File: config.mk
export PLATFORM = sky130hd
export DESIGN_NAME = sample_rate_estimator_core
export DESIGN_NICKNAME = d
export VERILOG_FILES = /design/src/rtl/core/sre_pkg.sv /design/src/rtl/core/sre_sequencer.sv /design/src/rtl/core/sre_datapath.sv /design/src/rtl/core/sample_rate_estimator_core.sv
export SDC_FILE = /design/constraint.sdc
export NUM_CORES = 2
export LEC_CHECK = 0
export ABC_AREA = 1
export BUFFER_PORTS_ARGS = -buffer_cell sky130_fd_sc_hd__buf_4
export CELL_PAD_IN_SITES_DETAIL_PLACEMENT = 0
export CELL_PAD_IN_SITES_GLOBAL_PLACEMENT = 2
export CORE_MARGIN = 5
export CORE_UTILIZATION = 39
export CTS_BUF_LIST = sky130_fd_sc_hd__clkbuf_4
export DETAILED_ROUTE_END_ITERATION = 6
export PLACE_DENSITY_LB_ADDON = 0.1
export SLEW_MARGIN = 40
export SYNTH_ARGS = -nofsm -noshare
export SYNTH_HDL_FRONTEND = slang
export SYNTH_HIERARCHICAL = 1
export SYNTH_SLANG_ARGS = --single-unit
File: constraint.sdc
create_clock -name clk -period 10.05 [get_ports clk]
set_clock_uncertainty 0.1 [all_clocks]
set_input_delay 3.015 -clock clk [delete_from_list [all_inputs] [get_ports clk]]
set_output_delay 3.015 -clock clk [all_outputs]
set_load 0.02 [all_outputs]
File: src/rtl/core/sre_pkg.sv
// Shared types, constants and the microcode program of the sample rate estimator.
// No dependencies.
package sre_pkg;

	localparam int FRAC_BITS_DEFAULT = 5;

	localparam int CNT_W     = 16;
	localparam int TS_W      = 32;
	localparam int RATE_W    = 20;
	localparam int OUT_W     = 26;
	localparam int SAMP_W    = 40;
	localparam int TIME_W    = 34;
	localparam int MUL_IN_W  = SAMP_W / 2;
	localparam int CFG_IDX_W = 2;
	localparam int PC_W      = 4;

	localparam logic [CFG_IDX_W-1:0] REG_INITIAL_RATE   = CFG_IDX_W'(0);
	localparam logic [CFG_IDX_W-1:0] REG_REFERENCE_RATE = CFG_IDX_W'(1);

	localparam logic [RATE_W-1:0]   RATE_RESET  = RATE_W'(48000);
	localparam logic [MUL_IN_W-1:0] MICRO       = MUL_IN_W'(1000000);
	localparam logic [TIME_W-1:0]   TIME_INIT   = TIME_W'(384000000);
	localparam logic [TIME_W-1:0]   TIME_SHRINK = TIME_W'(512000000);

	typedef logic [PC_W-1:0] pc_t;

	localparam pc_t PC_IDLE     = PC_W'(0);
	localparam pc_t PC_CHECK    = PC_W'(1);
	localparam pc_t PC_ACCUM    = PC_W'(2);
	localparam pc_t PC_MUL_LO   = PC_W'(3);
	localparam pc_t PC_MUL_HI   = PC_W'(4);
	localparam pc_t PC_NUM_ADD  = PC_W'(5);
	localparam pc_t PC_NUM_FIN  = PC_W'(6);
	localparam pc_t PC_DIV      = PC_W'(7);
	localparam pc_t PC_BLEND    = PC_W'(8);
	localparam pc_t PC_DEV      = PC_W'(9);
	localparam pc_t PC_SHRINK   = PC_W'(10);
	localparam pc_t PC_WAIT     = PC_W'(11);
	localparam pc_t PC_RESULT   = PC_W'(12);
	localparam pc_t PC_LOAD     = PC_W'(13);
	localparam pc_t PC_LOAD_ACC = PC_W'(14);

	typedef enum logic [3:0] {
		OP_NOP,
		OP_LOAD_EST,
		OP_LOAD_ACC,
		OP_ACCUM,
		OP_MUL_LO,
		OP_MUL_HI,
		OP_NUM_ADD,
		OP_NUM_FIN,
		OP_DIV,
		OP_BLEND,
		OP_DEV,
		OP_SHRINK,
		OP_RESULT
	} sre_op_t;

	typedef enum logic [2:0] {
		C_NEXT,
		C_ALWAYS,
		C_NO_LAST,
		C_DIV_MORE,
		C_OUT_BUSY,
		C_NO_ITEM
	} sre_cond_t;

	typedef struct packed {
		sre_op_t   op;
		sre_cond_t cond;
		pc_t       target;
	} sre_uword_t;

	typedef struct packed {
		sre_op_t op;
		logic    idle;
	} sre_ctrl_t;

	typedef struct packed {
		logic have_last;
		logic div_more;
		logic out_busy;
	} sre_status_t;

	// Microcode program: execute op, then jump to target when cond holds.
	function automatic sre_uword_t sre_rom(input pc_t pc);
		sre_uword_t w;
		unique case (pc)
			PC_IDLE:     w = '{OP_NOP,      C_NO_ITEM,  PC_IDLE};
			PC_CHECK:    w = '{OP_NOP,      C_NO_LAST,  PC_WAIT};
			PC_ACCUM:    w = '{OP_ACCUM,    C_NEXT,     PC_IDLE};
			PC_MUL_LO:   w = '{OP_MUL_LO,   C_NEXT,     PC_IDLE};
			PC_MUL_HI:   w = '{OP_MUL_HI,   C_NEXT,     PC_IDLE};
			PC_NUM_ADD:  w = '{OP_NUM_ADD,  C_NEXT,     PC_IDLE};
			PC_NUM_FIN:  w = '{OP_NUM_FIN,  C_NEXT,     PC_IDLE};
			PC_DIV:      w = '{OP_DIV,      C_DIV_MORE, PC_DIV};
			PC_BLEND:    w = '{OP_BLEND,    C_NEXT,     PC_IDLE};
			PC_DEV:      w = '{OP_DEV,      C_NEXT,     PC_IDLE};
			PC_SHRINK:   w = '{OP_SHRINK,   C_NEXT,     PC_IDLE};
			PC_WAIT:     w = '{OP_NOP,      C_OUT_BUSY, PC_WAIT};
			PC_RESULT:   w = '{OP_RESULT,   C_ALWAYS,   PC_IDLE};
			PC_LOAD:     w = '{OP_LOAD_EST, C_NEXT,     PC_IDLE};
			PC_LOAD_ACC: w = '{OP_LOAD_ACC, C_ALWAYS,   PC_IDLE};
			default:     w = '{OP_NOP,      C_ALWAYS,   PC_IDLE};
		endcase
		return w;
	endfunction

endpackage

File: src/rtl/core/sre_sequencer.sv
// Microcode sequencer: step counter, program table lookup and conditional jumps.
// Depends on sre_pkg.
module sre_sequencer (
	input  logic                  clk,
	input  logic                  arst_n,
	input  logic                  item_accept,
	input  logic                  cfg_we,
	input  sre_pkg::sre_status_t  status,
	output sre_pkg::sre_ctrl_t    ctrl
);

	sre_pkg::pc_t       pc_q;
	sre_pkg::pc_t       pc_next;
	sre_pkg::sre_uword_t uword;
	logic               take;

	assign uword = sre_pkg::sre_rom(pc_q);

	always_comb begin
		unique case (uword.cond)
			sre_pkg::C_NEXT:     take = 1'b0;
			sre_pkg::C_ALWAYS:   take = 1'b1;
			sre_pkg::C_NO_LAST:  take = !status.have_last;
			sre_pkg::C_DIV_MORE: take = status.div_more;
			sre_pkg::C_OUT_BUSY: take = status.out_busy;
			sre_pkg::C_NO_ITEM:  take = !item_accept;
			default:             take = 1'b1;
		endcase
	end

	always_comb begin
		// a register write reloads the state from the new settings
		priority if (pc_q == sre_pkg::PC_IDLE && cfg_we) begin
			pc_next = sre_pkg::PC_LOAD;
		end else if (take) begin
			pc_next = uword.target;
		end else begin
			pc_next = pc_q + sre_pkg::PC_W'(1);
		end
	end

	always_ff @(posedge clk or negedge arst_n) begin
		if (!arst_n) begin
			pc_q <= sre_pkg::PC_LOAD;
		end else begin
			pc_q <= pc_next;
		end
	end

	assign ctrl.op   = uword.op;
	assign ctrl.idle = (pc_q == sre_pkg::PC_IDLE);

endmodule

File: src/rtl/core/sre_datapath.sv
// Datapath: settings, estimator state, constant multiplier, restoring divider
// and the output register. Driven one micro-op per cycle. Depends on sre_pkg.
module sre_datapath #(
	parameter int FRAC_BITS = sre_pkg::FRAC_BITS_DEFAULT
) (
	input  logic                             clk,
	input  logic                             arst_n,
	input  sre_pkg::sre_ctrl_t               ctrl,
	output sre_pkg::sre_status_t             status,
	input  logic                             item_accept,
	input  logic [sre_pkg::CNT_W-1:0]        sample_count,
	input  logic [sre_pkg::TS_W-1:0]         timestamp_us,
	input  logic                             cfg_we,
	input  logic [sre_pkg::CFG_IDX_W-1:0]    cfg_index,
	input  logic [sre_pkg::RATE_W-1:0]       cfg_data,
	output logic                             out_valid,
	input  logic                             out_stall,
	output logic [sre_pkg::OUT_W-1:0]        rate_estimate,
	output logic [sre_pkg::OUT_W-1:0]        rate_deviation
);

	localparam int RATE_W  = sre_pkg::RATE_W;
	localparam int OUT_W   = sre_pkg::OUT_W;
	localparam int SAMP_W  = sre_pkg::SAMP_W;
	localparam int TIME_W  = sre_pkg::TIME_W;
	localparam int TS_W    = sre_pkg::TS_W;
	localparam int CNT_W   = sre_pkg::CNT_W;
	localparam int MIN_W   = sre_pkg::MUL_IN_W;
	localparam int MUL_W   = 2 * MIN_W;
	localparam int RW      = RATE_W + FRAC_BITS;
	localparam int EW      = RW + 1;
	localparam int DW      = EW + 5;
	localparam int INST_W  = SAMP_W + 1;
	localparam int BW      = (EW + 6 > INST_W + 1) ? EW + 6 : INST_W + 1;
	localparam int NW      = SAMP_W + MIN_W + FRAC_BITS + 2;
	localparam int STEP_W  = $clog2(NW);
	localparam int REM_W   = TIME_W + 1;
	localparam int SSUM_W  = SAMP_W + 1;
	localparam int TSUM_W  = TS_W + 6;
	localparam int SHR_W   = SAMP_W + 2;

	// settings
	logic [RATE_W-1:0] init_rate_q;
	logic [RATE_W-1:0] ref_rate_q;

	// estimator state
	logic [EW-1:0]     est_q;
	logic [EW-1:0]     dev_q;
	logic [SAMP_W-1:0] samp_q;
	logic [TIME_W-1:0] time_q;
	logic [TS_W-1:0]   last_ts_q;
	logic              have_last_q;

	// item and work registers
	logic [CNT_W-1:0]  cnt_q;
	logic [TS_W-1:0]   ts_q;
	logic [MUL_W-1:0]  mul_q;
	logic [NW-1:0]     num_q;
	logic [REM_W-1:0]  dvs_q;
	logic [REM_W-1:0]  rem_q;
	logic [SAMP_W-1:0] quo_q;
	logic              big_q;
	logic [STEP_W-1:0] step_q;
	logic [EW-1:0]     nxt_q;

	// result register
	logic              out_valid_q;
	logic [OUT_W-1:0]  est_out_q;
	logic [OUT_W-1:0]  dev_out_q;

	logic [RW-1:0]     ref_sc;
	logic [RW-1:0]     init_sc;
	logic [RW-1:0]     lim;
	logic [EW-1:0]     hi_bound;
	logic [EW-1:0]     lo_bound;
	logic [EW-1:0]     est_load;
	logic [SAMP_W-1:0] est_int;
	logic [SAMP_W-1:0] samp_load;
	logic [SSUM_W-1:0] samp_sum;
	logic [SAMP_W-1:0] samp_acc;
	logic [TS_W-1:0]   dt;
	logic [TSUM_W-1:0] time_sum;
	logic [TIME_W-1:0] time_acc;
	logic [MIN_W-1:0]  mul_a;
	logic [MUL_W-1:0]  mul_p;
	logic [REM_W:0]    rem_sh;
	logic              qbit;
	logic [REM_W:0]    rem_sub;
	logic [SAMP_W:0]   quo_sh;
	logic [INST_W-1:0] inst;
	logic [BW-1:0]     blend_sum;
	logic [BW-1:0]     blend_sh;
	logic [EW-1:0]     blend_clamp;
	logic [EW-1:0]     diff;
	logic [DW-1:0]     dev_sum;
	logic [SHR_W-1:0]  samp_shr;
	logic [SHR_W-1:0]  time_shr;
	logic              out_take;

	// clamp window: reference plus or minus one sixty-fourth
	assign ref_sc   = RW'(ref_rate_q) << FRAC_BITS;
	assign init_sc  = RW'(init_rate_q) << FRAC_BITS;
	assign lim      = ref_sc >> 6;
	assign hi_bound = EW'(ref_sc) + EW'(lim);
	assign lo_bound = EW'(ref_sc) - EW'(lim);

	always_comb begin
		priority if (EW'(init_sc) > hi_bound) begin
			est_load = hi_bound;
		end else if (EW'(init_sc) < lo_bound) begin
			est_load = lo_bound;
		end else begin
			est_load = EW'(init_sc);
		end
	end

	// sample accumulator start: integer estimate times 12 times 32
	assign est_int   = SAMP_W'(est_q >> FRAC_BITS);
	assign samp_load = (est_int << 8) + (est_int << 7);

	// saturating accumulation
	assign samp_sum = SSUM_W'(samp_q) + (SSUM_W'(cnt_q) << 5);
	assign samp_acc = samp_sum[SAMP_W] ? {SAMP_W{1'b1}} : samp_sum[SAMP_W-1:0];
	assign dt       = ts_q - last_ts_q;
	assign time_sum = TSUM_W'(time_q) + (TSUM_W'(dt) << 5);
	assign time_acc = (time_sum > TSUM_W'({TIME_W{1'b1}})) ? {TIME_W{1'b1}}
	                                                        : time_sum[TIME_W-1:0];

	// one 20x20 product per cycle against the microsecond scale
	assign mul_a = (ctrl.op == sre_pkg::OP_MUL_HI) ? samp_q[SAMP_W-1:MIN_W]
	                                               : samp_q[MIN_W-1:0];
	assign mul_p = MUL_W'(mul_a) * MUL_W'(sre_pkg::MICRO);

	// restoring division, one quotient bit per cycle
	assign rem_sh  = {rem_q, num_q[NW-1]};
	assign qbit    = (rem_sh >= {1'b0, dvs_q});
	assign rem_sub = qbit ? (rem_sh - {1'b0, dvs_q}) : rem_sh;
	assign quo_sh  = {quo_q, qbit};

	// a quotient that reached 2^40 saturates there
	assign inst = big_q ? {1'b1, {SAMP_W{1'b0}}} : {1'b0, quo_q};

	assign blend_sum = (BW'(est_q) << 5) - BW'(est_q) + BW'(inst) + BW'(16);
	assign blend_sh  = blend_sum >> 5;

	always_comb begin
		priority if (blend_sh > BW'(hi_bound)) begin
			blend_clamp = hi_bound;
		end else if (blend_sh < BW'(lo_bound)) begin
			blend_clamp = lo_bound;
		end else begin
			blend_clamp = EW'(blend_sh);
		end
	end

	assign diff    = (nxt_q >= est_q) ? (nxt_q - est_q) : (est_q - nxt_q);
	assign dev_sum = (DW'(dev_q) << 4) - DW'(dev_q) + DW'(diff) + DW'(8);

	assign samp_shr = ((SHR_W'(samp_q) << 1) + SHR_W'(samp_q) + SHR_W'(2)) >> 2;
	assign time_shr = ((SHR_W'(time_q) << 1) + SHR_W'(time_q) + SHR_W'(2)) >> 2;

	assign out_take = out_valid_q && !out_stall;

	always_ff @(posedge clk or negedge arst_n) begin
		if (!arst_n) begin
			init_rate_q <= sre_pkg::RATE_RESET;
			ref_rate_q  <= sre_pkg::RATE_RESET;
			have_last_q <= 1'b0;
			out_valid_q <= 1'b0;
		end else begin
			if (cfg_we) begin
				if (cfg_index == sre_pkg::REG_INITIAL_RATE) begin
					init_rate_q <= cfg_data;
				end else if (cfg_index == sre_pkg::REG_REFERENCE_RATE) begin
					ref_rate_q <= cfg_data;
				end
			end
			if (out_take) begin
				out_valid_q <= 1'b0;
			end
			unique case (ctrl.op)
				sre_pkg::OP_LOAD_EST: have_last_q <= 1'b0;
				sre_pkg::OP_RESULT: begin
					have_last_q <= 1'b1;
					out_valid_q <= 1'b1;
				end
				default: ;
			endcase
		end
	end

	always_ff @(posedge clk) begin
		if (item_accept) begin
			cnt_q <= sample_count;
			ts_q  <= timestamp_us;
		end
		unique case (ctrl.op)
			sre_pkg::OP_LOAD_EST: begin
				est_q  <= est_load;
				dev_q  <= EW'(init_sc >> 12);
				time_q <= sre_pkg::TIME_INIT;
			end
			sre_pkg::OP_LOAD_ACC: samp_q <= samp_load;
			sre_pkg::OP_ACCUM: begin
				samp_q <= samp_acc;
				time_q <= time_acc;
			end
			sre_pkg::OP_MUL_LO: mul_q <= mul_p;
			sre_pkg::OP_MUL_HI: begin
				num_q <= NW'(mul_q);
				mul_q <= mul_p;
			end
			sre_pkg::OP_NUM_ADD: num_q <= num_q + (NW'(mul_q) << MIN_W);
			sre_pkg::OP_NUM_FIN: begin
				num_q  <= (num_q << (FRAC_BITS + 1)) + NW'(time_q);
				dvs_q  <= {time_q, 1'b0};
				rem_q  <= '0;
				quo_q  <= '0;
				big_q  <= 1'b0;
				step_q <= STEP_W'(NW - 1);
			end
			sre_pkg::OP_DIV: begin
				rem_q  <= rem_sub[REM_W-1:0];
				quo_q  <= quo_sh[SAMP_W-1:0];
				big_q  <= big_q | quo_sh[SAMP_W];
				num_q  <= num_q << 1;
				step_q <= step_q - STEP_W'(1);
			end
			sre_pkg::OP_BLEND: nxt_q <= blend_clamp;
			sre_pkg::OP_DEV: begin
				dev_q <= EW'(dev_sum >> 4);
				est_q <= nxt_q;
			end
			sre_pkg::OP_SHRINK: begin
				if (time_q > sre_pkg::TIME_SHRINK) begin
					samp_q <= SAMP_W'(samp_shr);
					time_q <= TIME_W'(time_shr);
				end
			end
			sre_pkg::OP_RESULT: begin
				last_ts_q <= ts_q;
				est_out_q <= OUT_W'(est_q);
				dev_out_q <= OUT_W'(dev_q);
			end
			default: ;
		endcase
	end

	assign status.have_last = have_last_q;
	assign status.div_more  = (step_q != '0);
	assign status.out_busy  = out_valid_q && out_stall;

	assign out_valid      = out_valid_q;
	assign rate_estimate  = est_out_q;
	assign rate_deviation = dev_out_q;

endmodule

File: src/rtl/core/sample_rate_estimator_core.sv
// Channel | direction | handshake            | payload
// in      | receive   | in_valid / in_stall   | sample_count, timestamp_us
// out     | send      | out_valid / out_stall | rate_estimate, rate_deviation
// cfg     | receive   | cfg_valid / cfg_ready | cfg_index, cfg_data
//
// After a report is accepted the next one is held off until its update is
// finished; the first report after a reload only records its timestamp.
// The restoring divider works one quotient bit per cycle over a numerator of
// 62 + FRAC_BITS bits.
// After reset or a write to either rate register the state reloads in the steps
// PC_LOAD and PC_LOAD_ACC with in_stall high; a write to an unused index changes nothing.
// A finished result waits in the output register; the next report is taken
// meanwhile and the sequencer holds before its own result until out_stall drops.
// Top level of the sample rate estimator; depends on sre_pkg, sre_sequencer and
// sre_datapath.
module sample_rate_estimator_core #(
	parameter int FRAC_BITS = sre_pkg::FRAC_BITS_DEFAULT
) (
	input  logic                          clk,
	input  logic                          arst_n,
	input  logic                          in_valid,
	output logic                          in_stall,
	input  logic [sre_pkg::CNT_W-1:0]     sample_count,
	input  logic [sre_pkg::TS_W-1:0]      timestamp_us,
	output logic                          out_valid,
	input  logic                          out_stall,
	output logic [sre_pkg::OUT_W-1:0]     rate_estimate,
	output logic [sre_pkg::OUT_W-1:0]     rate_deviation,
	input  logic                          cfg_valid,
	output logic                          cfg_ready,
	input  logic [sre_pkg::CFG_IDX_W-1:0] cfg_index,
	input  logic [sre_pkg::RATE_W-1:0]    cfg_data
);

	sre_pkg::sre_ctrl_t   ctrl;
	sre_pkg::sre_status_t status;
	logic                 item_accept;
	logic                 cfg_we;
	logic                 cfg_reload;

	// register writes win over a report offered in the same cycle
	assign in_stall    = !ctrl.idle || cfg_valid;
	assign cfg_ready   = ctrl.idle;
	assign item_accept = in_valid && !in_stall;
	assign cfg_we      = cfg_valid && cfg_ready;
	// only the two rate registers restart the estimator
	assign cfg_reload  = cfg_we && (cfg_index == sre_pkg::REG_INITIAL_RATE
	                                || cfg_index == sre_pkg::REG_REFERENCE_RATE);

	sre_sequencer u_sequencer (
		.clk         (clk),
		.arst_n      (arst_n),
		.item_accept (item_accept),
		.cfg_we      (cfg_reload),
		.status      (status),
		.ctrl        (ctrl)
	);

	sre_datapath #(
		.FRAC_BITS (FRAC_BITS)
	) u_datapath (
		.clk            (clk),
		.arst_n         (arst_n),
		.ctrl           (ctrl),
		.status         (status),
		.item_accept    (item_accept),
		.sample_count   (sample_count),
		.timestamp_us   (timestamp_us),
		.cfg_we         (cfg_we),
		.cfg_index      (cfg_index),
		.cfg_data       (cfg_data),
		.out_valid      (out_valid),
		.out_stall      (out_stall),
		.rate_estimate  (rate_estimate),
		.rate_deviation (rate_deviation)
	);

endmodule

==> results.yml <==
clock_tree:
  htree_levels: 4
  cts_made_buffers: 169
  cts_resized: 0
  cts_tree: "yes"
  cts_buffer_depth: 3
  root_buffer: "clkbuf_4"
  clk-insertion-delay-late_ns: 1.20
  clock-sinks: 548
  cts_setup_buffers: 0
  cts_hold_buffers: 0
  clk_pin_slew_ns: 0.07
final_layout:
  mostFrequentLayoutCell: "nand2_1"
  fillers: 16200
  multi_input_area_sq_um: 38300
  drive_above_1_share_pct: 7.22
  synthToLayoutAreaGrowth_pct: 9.22
  final_cell_mix: "1832 x nand2_1, 1244 x inv_1, 794 x ha_1"
  ff_latch_area_sq_um: 16200
  fin_nets: 9396
timing:
  fmax_ghz: 0.121
  period_share_pct: 82.1
  timing.max_slew.rel_slack_pct: 32.0
  tightestPinTransition_ns: 1.01
  finalHoldViolations: 0
  rsz0062_at_grt: "false"
  setup_violations: 0
  setup_tns_ns: 0
  fin_crit_ns: 8.25
  slew_viol_final: 0
critical_path:
  critPathMaxStageDelay_ns: 0.63
  reg2reg_to: "u_datapath/mul_q[37]"
  critPathKind: "reg -> reg"
  worstPathArrival_ns: 9.09
  crit_fanout: 28
  startpoint_type: "register"
  critPathSlowestCell: "o21ai_0"
  r2r_start: "u_sequencer/pc_q[0]"
  r2r.worst_path.cells: 30
  cp.required_ns: 10.89
  endpoint: "u_datapath/mul_q[37]"
  cpMostUsedCell: "nand2_1"
  cp-startpoint: "u_sequencer/pc_q[0]"
  cp-end-kind: "register"
  rrSetupSlack_ns: 1.80
route:
  drt_iter0_drc: 4250
  viasPerCell: 5.34
  first_pass_iters: 6
  vias: 56600
  wl_per_cell_microns: 22.2
  drcViolationCount: 0
  ant_nets: 0
  routed_wl_mm: 235
floorplanning:
  start_util_pct: 39.3
  fp.dieW_microns: 402
  core.rowCount: 143
  io_pins: 130
  die-area_sq_um: 161000
  die_h_microns: 402
  core_area_sq_um: 152000
global_routing:
  grt_pass1_wl_mm: 351
  antenna_found_initial: 12
  grt.total_usage_pct: 28.3
  grt_overflow: 0
  grt_start_max_net_pins: 72
  grt_pass1_vias: 55700
logic_synthesis:
  async_flop_share_pct: 8.39
  synth_seq_cells: 548
  synth_nets: 9184
  synth_edf_count: 502
  yosys_warnings: 6
  yosys.area.top_type_share_pct: 25.2
  yosys.area.top_type: "edfxtp_1"
  ys_types: 68
  synthFlopType: "edfxtp_1"
  syn_avg_cell_area_sq_um: 7.29
  ys_seq_area_share_pct: 27.2
  synth_area_sq_um: 59800
  synth_cells: 8206
  netlist_top_cells_area: "edfxtp_1 25%, ha_1 17%, nand2_1 12%"
outcome:
  status: "finished, final reports clean"
job:
  cap_violations: 0
min_path:
  hold_path.class: "reg -> reg"
placed_design:
  hpwl_mm: 195
  gp_congestion: 0.950
  port_buffers: 129
==> cell families after synthesis <==
family | synth area share [%]
xor gates and xnor gates | 3.94
DFF | 27.2
buffers and inverters | 9.05
muxes | 0.0188
adders and majority gates | 20.2
AOI/OAI and AO/OA | 15.4
and+or+nand+nor | 24.2
==> cell type report <==
cell class	count	area share [%]
repair buffers	183	2.12
multi-input cells	6257	58.6
clock buffers	232	2.66
diodes	10	0.0383
flip-flops and latches	548	24.9
clock inverters	69	0.632
inverters	1259	7.24
well taps	2030	3.89
==> worst min-delay path by stage <==
stage | start | depth (start not counted) | endpoint
after floorplan | u_datapath/time_q[0] | 0 | u_datapath/dvs_q[1]
final | u_datapath/ts_q[2] | 0 | u_datapath/last_ts_q[2]
after global routing | u_datapath/ts_q[2] | 0 | u_datapath/last_ts_q[2]
after detailed placement | u_datapath/time_q[0] | 0 | u_datapath/dvs_q[1]
after global placement | u_datapath/ts_q[0] | 0 | u_datapath/last_ts_q[0]
after CTS | u_datapath/ts_q[2] | 0 | u_datapath/last_ts_q[2]
==> through the flow <==
step / instance area (sq um) / setup WS [ns] / hold slack (ns) / cells / util [%]
after CTS: 65300 / 1.78 / 0.295 / 10600 / 42.9
final: 65400 / 1.80 / 0.317 / 10600 / 42.9
after global routing: 65400 / 1.24 / 0.320 / 10600 / 42.9
after floorplan: 59800 / 2.77 / 0.326 / 8206 / -
after detailed placement: 63200 / 1.76 / 0.337 / 10300 / 41.5
after global placement: 63100 / 1.91 / 0.333 / 10300 / 41.5
==> sequential cells by signal, indices dropped and copies added, names as in the netlist, 32 cells and up <==
signal / flops
u_datapath/dvs_q: 34
u_datapath/num_q: 67
u_datapath/last_ts_q: 32
u_datapath/samp_q: 40
u_datapath/time_q: 34
u_datapath/mul_q: 34
u_datapath/ts_q: 32
u_datapath/rem_q: 35
u_datapath/quo_q: 40
==> synth_stat cells, types with 51 or more instances <==
cell type and instances:
edfxtp_1 502, or2_2 57, nand2_1 1838, ha_1 794, nor3_1 94, inv_1 1246, o21bai_1 59, fa_1 109
a21o_1 57, clkbuf_1 85, nand3_1 474, o21ai_0 566, a21oi_1 726, nor2_1 715, xnor2_1 75, nand4_1 117
a31oi_1 51, xor2_1 194
==> critical path, delay by kind of cell, from the launching register on <==
| family | cells | cell delay (ns) |
|---|---|---|
| flip-flops | 1 | 0.60 |
| adder cells (fa/ha/maj) | 8 | 3.49 |
| buffers and inverters | 6 | 0.78 |
| AO/OA/AOI/OAI | 4 | 1.23 |
| AND/OR/NAND/NOR | 11 | 1.71 |
| XOR/XNOR | 1 | 0.12 |
==> routing by layer <==
layer	share of wire, %	vias to the layer above	track usage (%)
li1	-	28100	-
met1	45	26700	37.4
met2	47	1368	48.0
met3	4.6	354	3.71
met4	3.5	8	9.41
met5	0.026	-	0
Power is not shown: default switching activity piles up to over one toggle a cycle in this logic, so the estimate is an artifact.
